--- src/assert_macros.svh ---
// Assertion macros shared by the RTL of the frame deframer.
// Each macro expects i_clk and i_rst_n in the scope where it is used.
`ifndef ASSERT_MACROS_SVH
`define ASSERT_MACROS_SVH

// Check a condition at every clock edge outside reset.
`define ASSERT_ALWAYS(name, cond) \
    name: assert property (@(posedge i_clk) disable iff (!i_rst_n) (cond)) \
        else $error("assertion failed: cond");

// Check that a trigger is followed by a condition in the next cycle.
`define ASSERT_NEXT(name, trig, cond) \
    name: assert property (@(posedge i_clk) disable iff (!i_rst_n) (trig) |=> (cond)) \
        else $error("assertion failed: trig then cond");

`endif

--- src/ipd_pkg.sv ---
// Package of the +IPD frame deframer: phase codes, item types, prefix table.
// Depends on nothing; used by the channel interfaces and the top level.
`default_nettype none

package ipd_pkg;

    localparam int unsigned LENGTH_MAX = 65535;
    localparam int unsigned PREFIX_LAST = 4;

    localparam logic [7:0] CH_PLUS  = 8'h2B;
    localparam logic [7:0] CH_I     = 8'h49;
    localparam logic [7:0] CH_P     = 8'h50;
    localparam logic [7:0] CH_D     = 8'h44;
    localparam logic [7:0] CH_COMMA = 8'h2C;
    localparam logic [7:0] CH_COLON = 8'h3A;
    localparam logic [7:0] CH_ZERO  = 8'h30;
    localparam logic [7:0] CH_NINE  = 8'h39;

    typedef enum logic [1:0] {
        PH_IDLE,
        PH_PREFIX,
        PH_LENGTH,
        PH_DATA
    } t_phase;

    typedef struct packed {
        logic [7:0] rx_byte;
    } t_rx_item;

    typedef struct packed {
        logic        payload_valid;
        logic [7:0]  payload_byte;
        logic [15:0] payload_index;
        logic        message_done;
        logic [15:0] message_length;
    } t_res_item;

    // Expected prefix character at a position; positions outside the prefix give 0.
    function automatic logic [7:0] prefix_char(input logic [2:0] pos);
        logic [7:0] ch;
        unique case (pos)
            3'd0:    ch = CH_PLUS;
            3'd1:    ch = CH_I;
            3'd2:    ch = CH_P;
            3'd3:    ch = CH_D;
            3'd4:    ch = CH_COMMA;
            default: ch = 8'h00;
        endcase
        return ch;
    endfunction

endpackage

`default_nettype wire

--- src/ipd_stream_if.sv ---
// Valid/ready channels of the deframer: received bytes in, results out.
// Depends on ipd_pkg for the payload types.
`default_nettype none

interface ipd_rx_if import ipd_pkg::*; ();
    logic     valid;
    logic     ready;
    t_rx_item data;

    modport source (output valid, output data, input ready);
    modport sink   (input valid, input data, output ready);
endinterface

interface ipd_res_if import ipd_pkg::*; ();
    logic      valid;
    logic      ready;
    t_res_item data;

    modport source (output valid, output data, input ready);
    modport sink   (input valid, input data, output ready);
endinterface

`default_nettype wire

--- src/ipd_frame_deframer.sv ---
// +IPD frame deframer: one received byte in, one result out per transfer.
// Each byte passes the input reg, then the result reg; a stalled result can hold it in either.
// Throughput: 1 byte per cycle while o_res.ready is high; the parser update is combinational.
// Reset (i_rst_n low, synchronous): both stages empty, parser idle, counters zero.
// Depends on ipd_pkg, ipd_rx_if / ipd_res_if and assert_macros.svh.
// Results stall in place while o_res.ready is low; an empty input stage still takes a byte.
`default_nettype none
`include "assert_macros.svh"

module ipd_frame_deframer import ipd_pkg::*; (
    input  wire        i_clk,
    input  wire        i_rst_n,
    ipd_rx_if.sink     i_rx,
    ipd_res_if.source  o_res
);

    // Pipeline control
    logic      r_s1_vld;
    logic [7:0] r_s1_byte;
    logic      r_out_vld;
    t_res_item r_res;
    logic      out_free;
    logic      s1_move;

    // Parser state
    t_phase      r_phase,  n_phase;
    logic [2:0]  r_pos,    n_pos;
    logic [15:0] r_len,    n_len;
    logic [15:0] r_cnt,    n_cnt;
    t_res_item   n_res;

    // Datapath helpers
    logic        is_digit;
    logic        pos_ok;
    logic [19:0] len_acc;
    logic [15:0] len_sat;
    logic        below;
    logic [15:0] cnt_inc;
    logic [15:0] cnt_after;

    // The result register frees when empty or when its transfer completes;
    // stage 1 moves into it then, and takes a new byte in the same cycle.
    assign out_free   = !r_out_vld || o_res.ready;
    assign s1_move    = r_s1_vld && out_free;
    assign i_rx.ready = !r_s1_vld || out_free;
    assign o_res.valid = r_out_vld;
    assign o_res.data  = r_res;

    // Length accumulate: len*10 + digit as two shifts and an add, then saturate.
    assign is_digit = (r_s1_byte >= CH_ZERO) && (r_s1_byte <= CH_NINE);
    assign len_acc  = {1'b0, r_len, 3'b000} + {3'b000, r_len, 1'b0}
                    + {12'd0, r_s1_byte - CH_ZERO};
    assign len_sat  = (len_acc > 20'(LENGTH_MAX)) ? 16'(LENGTH_MAX) : len_acc[15:0];

    // Payload counting
    assign below     = r_cnt < r_len;
    assign cnt_inc   = r_cnt + 16'd1;
    assign cnt_after = below ? cnt_inc : r_cnt;

    assign pos_ok = (r_pos >= 3'd1) && (r_pos <= 3'(PREFIX_LAST));

    always_comb begin
        n_phase = r_phase;
        n_pos   = r_pos;
        n_len   = r_len;
        n_cnt   = r_cnt;
        n_res   = '0;

        unique case (r_phase)
            PH_IDLE: begin
                // Wait for the frame start.
                if (r_s1_byte == CH_PLUS) begin
                    n_phase = PH_PREFIX;
                    n_pos   = 3'd1;
                end
            end
            PH_PREFIX: begin
                // Match the rest of the prefix; drop back on any mismatch
                // without retrying the byte as a frame start.
                if (pos_ok && r_s1_byte == prefix_char(r_pos)) begin
                    if (r_pos == 3'(PREFIX_LAST)) begin
                        n_phase = PH_LENGTH;
                    end else begin
                        n_pos = r_pos + 3'd1;
                    end
                end else begin
                    n_phase = PH_IDLE;
                    n_pos   = 3'd0;
                end
            end
            PH_LENGTH: begin
                n_res.message_length = r_len;
                if (is_digit) begin
                    n_len                = len_sat;
                    n_res.message_length = len_sat;
                end else if (r_s1_byte == CH_COLON) begin
                    n_phase = PH_DATA;
                    n_cnt   = 16'd0;
                end else begin
                    // Abort the frame and clear the length.
                    n_phase = PH_IDLE;
                    n_len   = 16'd0;
                end
            end
            PH_DATA: begin
                n_res.message_length = r_len;
                if (below) begin
                    n_res.payload_valid = 1'b1;
                    n_res.payload_byte  = r_s1_byte;
                    n_res.payload_index = r_cnt;
                end
                n_cnt = cnt_after;
                // A zero length frame ends here on the first byte with no payload.
                if (cnt_after == r_len) begin
                    n_res.message_done = 1'b1;
                    n_phase = PH_IDLE;
                    n_len   = 16'd0;
                    n_cnt   = 16'd0;
                end
            end
            default: begin
                n_phase = PH_IDLE;
            end
        endcase
    end

    always_ff @(posedge i_clk) begin
        if (!i_rst_n) begin
            r_s1_vld  <= 1'b0;
            r_out_vld <= 1'b0;
            r_phase   <= PH_IDLE;
            r_pos     <= 3'd0;
            r_len     <= 16'd0;
            r_cnt     <= 16'd0;
        end else begin
            // Input stage: hold while blocked, refill on transfer.
            if (i_rx.valid && i_rx.ready) begin
                r_s1_vld <= 1'b1;
            end else if (s1_move) begin
                r_s1_vld <= 1'b0;
            end
            // Result stage: load when stage 1 advances, drain on transfer.
            if (s1_move) begin
                r_out_vld <= 1'b1;
            end else if (o_res.ready) begin
                r_out_vld <= 1'b0;
            end
            // Commit parser state only as the byte moves to the result.
            if (s1_move) begin
                r_phase <= n_phase;
                r_pos   <= n_pos;
                r_len   <= n_len;
                r_cnt   <= n_cnt;
            end
        end
    end

    // Payload registers: no reset.
    always_ff @(posedge i_clk) begin
        if (i_rx.valid && i_rx.ready) begin
            r_s1_byte <= i_rx.data.rx_byte;
        end
        if (s1_move) begin
            r_res <= n_res;
        end
    end

    // The length stays clear until the prefix is matched.
    `ASSERT_ALWAYS(a_len_clear_outside_frame,
        (r_phase != PH_IDLE && r_phase != PH_PREFIX) || r_len == 16'd0)

    // The payload count never passes the declared length.
    `ASSERT_ALWAYS(a_cnt_bounded, r_cnt <= r_len)

    // A payload byte sits inside the declared length; the last one closes the frame.
    `ASSERT_ALWAYS(a_index_in_range,
        !(r_out_vld && r_res.payload_valid) ||
        (r_res.payload_index < r_res.message_length))
    `ASSERT_ALWAYS(a_done_on_last,
        !(r_out_vld && r_res.payload_valid && r_res.message_done) ||
        ((17'(r_res.payload_index) + 17'd1) == 17'(r_res.message_length)))

    // A colon after the length opens the payload with the count at zero.
    `ASSERT_NEXT(a_colon_opens_payload,
        s1_move && r_phase == PH_LENGTH && r_s1_byte == CH_COLON,
        r_phase == PH_DATA && r_cnt == 16'd0)

endmodule

`default_nettype wire

--- src/flat_wrapper.sv ---
// flat-port wrapper written by rule: the top's interface ports become plain ports
module ipd_frame_deframer_flat import ipd_pkg::*;
  (i_clk, i_rst_n, i_rx_valid, i_rx_data, i_rx_ready, o_res_valid, o_res_data, o_res_ready);
  ipd_rx_if i_rx_i ();
  ipd_res_if o_res_i ();
  input  wire i_clk;
  input  wire i_rst_n;
  input wire logic [$bits(i_rx_i.valid)-1:0] i_rx_valid;
  input wire logic [$bits(i_rx_i.data)-1:0] i_rx_data;
  output wire logic [$bits(i_rx_i.ready)-1:0] i_rx_ready;
  output wire logic [$bits(o_res_i.valid)-1:0] o_res_valid;
  output wire logic [$bits(o_res_i.data)-1:0] o_res_data;
  input wire logic [$bits(o_res_i.ready)-1:0] o_res_ready;
  assign i_rx_i.valid = i_rx_valid;
  assign i_rx_i.data = i_rx_data;
  assign i_rx_ready = i_rx_i.ready;
  assign o_res_valid = o_res_i.valid;
  assign o_res_data = o_res_i.data;
  assign o_res_i.ready = o_res_ready;
  ipd_frame_deframer u_core (.i_clk(i_clk), .i_rst_n(i_rst_n), .i_rx(i_rx_i), .o_res(o_res_i));
endmodule
--- config.mk ---
export PLATFORM = sky130hd
export DESIGN_NAME = ipd_frame_deframer_flat
export DESIGN_NICKNAME = d
export VERILOG_FILES = /design/src/ipd_pkg.sv /design/src/ipd_stream_if.sv /design/src/ipd_frame_deframer.sv /design/src/flat_wrapper.sv
export VERILOG_INCLUDE_DIRS = /design/src /design/src/src
export SDC_FILE = /design/constraint.sdc
export NUM_CORES = 1
export LEC_CHECK = 0
export ABC_AREA = 1
export BUFFER_PORTS_ARGS = -buffer_cell sky130_fd_sc_hd__clkbuf_2
export CELL_PAD_IN_SITES_DETAIL_PLACEMENT = 1
export CELL_PAD_IN_SITES_GLOBAL_PLACEMENT = 2
export CORE_ASPECT_RATIO = 1.5
export CORE_UTILIZATION = 32
export CTS_CLUSTER_DIAMETER = 200
export DETAILED_ROUTE_END_ITERATION = 8
export HOLD_SLACK_MARGIN = 0.06
export PLACE_DENSITY_LB_ADDON = 0.1
export SYNTH_ARGS = -nofsm -noshare
export SYNTH_HDL_FRONTEND = slang
export SYNTH_SLANG_ARGS = --single-unit
--- constraint.sdc ---
create_clock -name i_clk -period 3.4 [get_ports i_clk]
set_clock_uncertainty 0.15 [all_clocks]
set_input_delay 0.51 -clock i_clk [delete_from_list [all_inputs] [get_ports i_clk]]
set_output_delay 0.51 -clock i_clk [all_outputs]
set_load 0.05 [all_outputs]
==> flow_results.xml <==
<?xml version="1.0" encoding="UTF-8"?>
<metrics>
  <group name="run_status">
    <metric name="outcome" unit="">complete, but fails checks</metric>
    <metric name="violations" unit="">setup timing</metric>
  </group>
  <group name="power">
    <metric name="leakage" unit="uW">0.00381</metric>
    <metric name="vdd_drop_max" unit="mV">0.243</metric>
    <metric name="design_power_total" unit="uW">2460</metric>
    <metric name="powerDensity" unit="nW/um2">291</metric>
  </group>
  <group name="die">
    <metric name="die-width" unit="um">116</metric>
    <metric name="chipHeight" unit="um">173</metric>
    <metric name="initial_core_util" unit="%">32.7</metric>
    <metric name="placement_rows" unit="">62</metric>
    <metric name="design.core.area" unit="um2">19200</metric>
    <metric name="num_io_pins" unit="">56</metric>
    <metric name="die_area" unit="um2">20200</metric>
  </group>
  <group name="drt">
    <metric name="detail_route.wirelength" unit="mm">22.9</metric>
    <metric name="ant_nets" unit="">0</metric>
    <metric name="post-route-drc-count" unit="">0</metric>
    <metric name="first_pass_iters" unit="">5</metric>
    <metric name="route.vias.total" unit="">6438</metric>
    <metric name="vias_per_cell" unit="">5.04</metric>
    <metric name="route.detailed.wl_per_inst" unit="um">17.9</metric>
    <metric name="drt_iter0_markers" unit="">265</metric>
  </group>
  <group name="clocking">
    <metric name="clkLatencyLatePin" unit="ps">360</metric>
    <metric name="hold_buffers" unit="">0</metric>
    <metric name="cts_made_buffers" unit="">9</metric>
    <metric name="clock-root-buffer" unit="">clkbuf_16</metric>
    <metric name="max-clock-path-buffers" unit="">2</metric>
    <metric name="cts.htree.levels" unit="">3</metric>
    <metric name="tritoncts" unit="">built</metric>
    <metric name="clock_sink_count" unit="">89</metric>
    <metric name="clk_pin_slew_worst_paths" unit="ps">70</metric>
  </group>
  <group name="placed_design">
    <metric name="detailedPlacementHpwl" unit="mm">17.2</metric>
    <metric name="place.port_buffers" unit="">55</metric>
    <metric name="placedCellCount" unit="">1236</metric>
    <metric name="placedInstanceArea" unit="um2">7600</metric>
    <metric name="gp_congestion" unit="">0.850</metric>
  </group>
  <group name="synthesis">
    <metric name="area_share_of_xor_xnor_cells_in_the_synthesized_design" unit="%">3.21</metric>
    <metric name="synthMuxAreaShare" unit="%">0</metric>
    <metric name="synth-seq-cells" unit="">89</metric>
    <metric name="syn-cell-area" unit="um2">6270</metric>
    <metric name="synthesis.nets" unit="">915</metric>
    <metric name="synthSimpleGateAreaFrac" unit="%">29.7</metric>
    <metric name="synthDistinctLibCells" unit="">40</metric>
    <metric name="yosys_warnings" unit="">0</metric>
    <metric name="post_synth_inst_count" unit="">847</metric>
    <metric name="synth_compound_area_share" unit="%">11.0</metric>
    <metric name="synth_seq_area_share" unit="%">36.4</metric>
    <metric name="synth-adder-area-share" unit="%">11.9</metric>
    <metric name="syn_avg_cell_area" unit="um2">7.40</metric>
    <metric name="combinational_family_with_the_most_area_after_synthesis" unit="">simple AND/OR/NAND/NOR gates</metric>
  </group>
  <group name="global_route">
    <metric name="vias_in_the_first_global_route" unit="">6898</metric>
    <metric name="antenna_found_initial" unit="">0</metric>
    <metric name="track_usage" unit="%">24.0</metric>
    <metric name="wire_length_of_the_first_global_routing_pass" unit="mm">36.7</metric>
    <metric name="grt_overflow" unit="">0</metric>
    <metric name="grt_max_degree" unit="">38</metric>
  </group>
  <group name="critical_path">
    <metric name="worst_r2r_endpoint" unit="">u_core.o_res.data[6]</metric>
    <metric name="timing.critical_path.slowest_stage_cell" unit="">fa_1</metric>
    <metric name="reg2regPathDepth" unit="">17</metric>
    <metric name="timing.rr.start" unit="">u_core.r_s1_byte[5]</metric>
    <metric name="critPathMostFrequentCell" unit="">inv_2</metric>
    <metric name="regToRegSetupSlack" unit="ps">-210</metric>
    <metric name="worstSetupPathType" unit="">reg -&gt; reg</metric>
    <metric name="critical_path_peak_fanout" unit="">5</metric>
    <metric name="cp.required" unit="ps">3330</metric>
    <metric name="worstSetupEndpointType" unit="">register</metric>
    <metric name="critical_path.cell_chain" unit="">ha_4 &gt; xor2_2 &gt; fa_1 &gt; inv_2 &gt; ha_4 &gt; nand2_2 &gt; inv_2 &gt; a21oi_2 &gt; o21ai_2 &gt; inv_2 &gt; o21ai_2 &gt; xor2_1 &gt; nor2_2 &gt; buf_4 &gt; nand3_1 &gt; o21ai_0 &gt; o22ai_1</metric>
    <metric name="timing.critical_path.arrival" unit="ps">3540</metric>
    <metric name="cp-start-kind" unit="">register</metric>
    <metric name="cp_slowest_stage_delay" unit="ps">540</metric>
  </group>
  <group name="timing">
    <metric name="timing_worst_slew_pin_value" unit="ps">993</metric>
    <metric name="worst_hold_slack" unit="ps">170</metric>
    <metric name="finalHoldViolCount" unit="">0</metric>
    <metric name="maxSlewHeadroom" unit="%">33.7</metric>
    <metric name="finalWorstSetupSlack" unit="ps">-210</metric>
    <metric name="min_period" unit="ps">3610</metric>
    <metric name="setup-violations-final" unit="">25</metric>
    <metric name="rsz0062_at_grt" unit="">yes</metric>
    <metric name="drv_slew" unit="">0</metric>
    <metric name="timing.fmax" unit="MHz">277</metric>
    <metric name="fin_crit_sh" unit="%">106</metric>
  </group>
  <group name="finish">
    <metric name="layout.core_utilization" unit="%">44.1</metric>
    <metric name="drive_above_1_share" unit="%">28.9</metric>
    <metric name="fin_area" unit="um2">8450</metric>
    <metric name="nets" unit="">1084</metric>
    <metric name="instances_no_fill" unit="">1277</metric>
    <metric name="layout_common_cells" unit="">188 x nand2_1, 118 x buf_4, 91 x nand3_1, 87 x inv_1, 77 x nor2_1</metric>
    <metric name="final_common_cell" unit="">nand2_1</metric>
    <metric name="area_growth" unit="%">34.7</metric>
    <metric name="antenna_cells" unit="">0</metric>
    <metric name="fillerInstances" unit="">2391</metric>
  </group>
  <group name="hold_path">
    <metric name="worst_hold_path_type" unit="">in -&gt; reg</metric>
    <metric name="min_delay_worst_endpoint" unit="">u_core.r_s1_byte[1]</metric>
    <metric name="holdPathStages" unit="">1</metric>
    <metric name="min_from" unit="">i_rx_data[1]</metric>
  </group>
  <group name="flow_run">
    <metric name="maxCapViolCount" unit="">0</metric>
  </group>
</metrics>
## repair_timing
action | in CTS | in global routing
endpoints found under the setup margin | 32 | 51
setup buffers | 24 | 6
gates resized for setup | 25 | 85
pin swaps | 13 | 19
gates cloned | 0 | 2
## kinds of logic after synthesis
group / Yosys count
AND/OR/NAND/NOR: 424
AO/OA/AOI/OAI: 130
buffers and inverters: 125
flip-flops: 89
adder cells (fa/ha/maj): 56
XOR/XNOR: 23
## Yosys cell counts
library cell | instances | area (um2)
nand2_1 | 200 | 751
nand3_1 | 105 | 526
inv_1 | 95 | 357
nor2_1 | 81 | 304
a21oi_1 | 70 | 350
edfxtp_1 | 50 | 1500
ha_1 | 50 | 626
dfxtp_1 | 39 | 781
o21ai_0 | 35 | 175
clkbuf_1 | 19 | 71.3
xor2_1 | 17 | 149
nor3_1 | 10 | 50.1
o22ai_1 | 10 | 62.6
fa_1 | 6 | 120
nand4_1 | 6 | 37.5
xnor2_1 | 6 | 52.6
nand2_2 | 5 | 31.3
o21ai_1 | 5 | 25.0
nand2_4 | 4 | 45.0
nor2_2 | 4 | 25.0
buf_1 | 3 | 11.3
inv_2 | 3 | 11.3
a211oi_1 | 2 | 15.0
a21o_1 | 2 | 15.0
a31oi_1 | 2 | 12.5
buf_2 | 2 | 10.0
buf_6 | 2 | 22.5
nand3b_1 | 2 | 15.0
a22oi_1 | 1 | 7.51
and2_1 | 1 | 6.26
and3_1 | 1 | 6.26
buf_4 | 1 | 7.51
nand3_2 | 1 | 10.0
nor3_2 | 1 | 10.0
nor3_4 | 1 | 16.3
nor3b_1 | 1 | 7.51
nor4_4 | 1 | 21.3
o211a_1 | 1 | 10.0
o211ai_1 | 1 | 7.51
o21bai_1 | 1 | 7.51
## critical path: cells and delay by family, from the launching register on
family                     cells  cell delay (ps)
adders and majority gates      3             1060
AOI/OAI and AO/OA              5              660
DFF                            1              530
buffers and inverters          4              340
and+or+nand+nor                3              330
xor gates and xnor gates       2              240
## how the worst max path moves through the flow
stage / start / slack, ps / cells past startpoint / end
2_1_floorplan: u_core.r_s1_byte[4] / 30 / 20 / u_core.o_res.data[3]
3_3_place_gp: u_core.r_s1_byte[4] / -120 / 18 / u_core.o_res.data[0]
3_5_place_dp: u_core.r_s1_byte[4] / -260 / 18 / u_core.o_res.data[14]
4_1_cts: u_core.r_s1_byte[4] / -80 / 16 / u_core.o_res.data[14]
5_1_grt: u_core.r_s1_byte[4] / -340 / 17 / u_core.o_res.data[6]
6_report: u_core.r_s1_byte[5] / -210 / 17 / u_core.o_res.data[6]
## power by group
group          leakage, uW  internal (uW)  switching (uW)
registers         0.000786           1160            14.9
logic              0.00288           87.9             186
clock network     0.000138            539             466
## through the flow
| step | TNS [ps] | worst slack, ps |
|---|---|---|
| 4_1_cts | -804 | -76.1 |
| 3_3_place_gp | -1190 | -119 |
| 3_5_place_dp | -4170 | -257 |
| 6_report | -2800 | -210 |
| 2_1_floorplan | 0 | 29.2 |
| 5_1_grt | -7500 | -343 |
## flip-flops by register name, indices dropped and copies added (netlist names)
signal,flops
u_core.r_len,16
u_core.o_res.valid,1
u_core.o_res.data,42
u_core.r_s1_vld,1
u_core.r_pos,3
u_core.r_phase,2
u_core.r_s1_byte,8
u_core.r_cnt,16
## routing by layer
layer  GRT usage, %  vias to the layer above  part of all wire (%)
li1               -                     3158                     -
met1           28.6                     3113                    42
met2           43.7                      129                    53
met3           2.69                       38                   2.6
met4           7.91                        0                   2.3
met5              0                        -                     0
## layout make-up
type | instances | area (um2) | area share, %
clock buffer | 11 | 253 | 2.99
clock inverter | 5 | 37.5 | 0.444
inverter | 98 | 368 | 4.35
multi-input combinational | 633 | 3870 | 45.8
sequential | 89 | 2280 | 27.0
tap | 256 | 320 | 3.79
timing repair buffer | 185 | 1320 | 15.6
No activity file was read; power rests on OpenSTA's default activity.
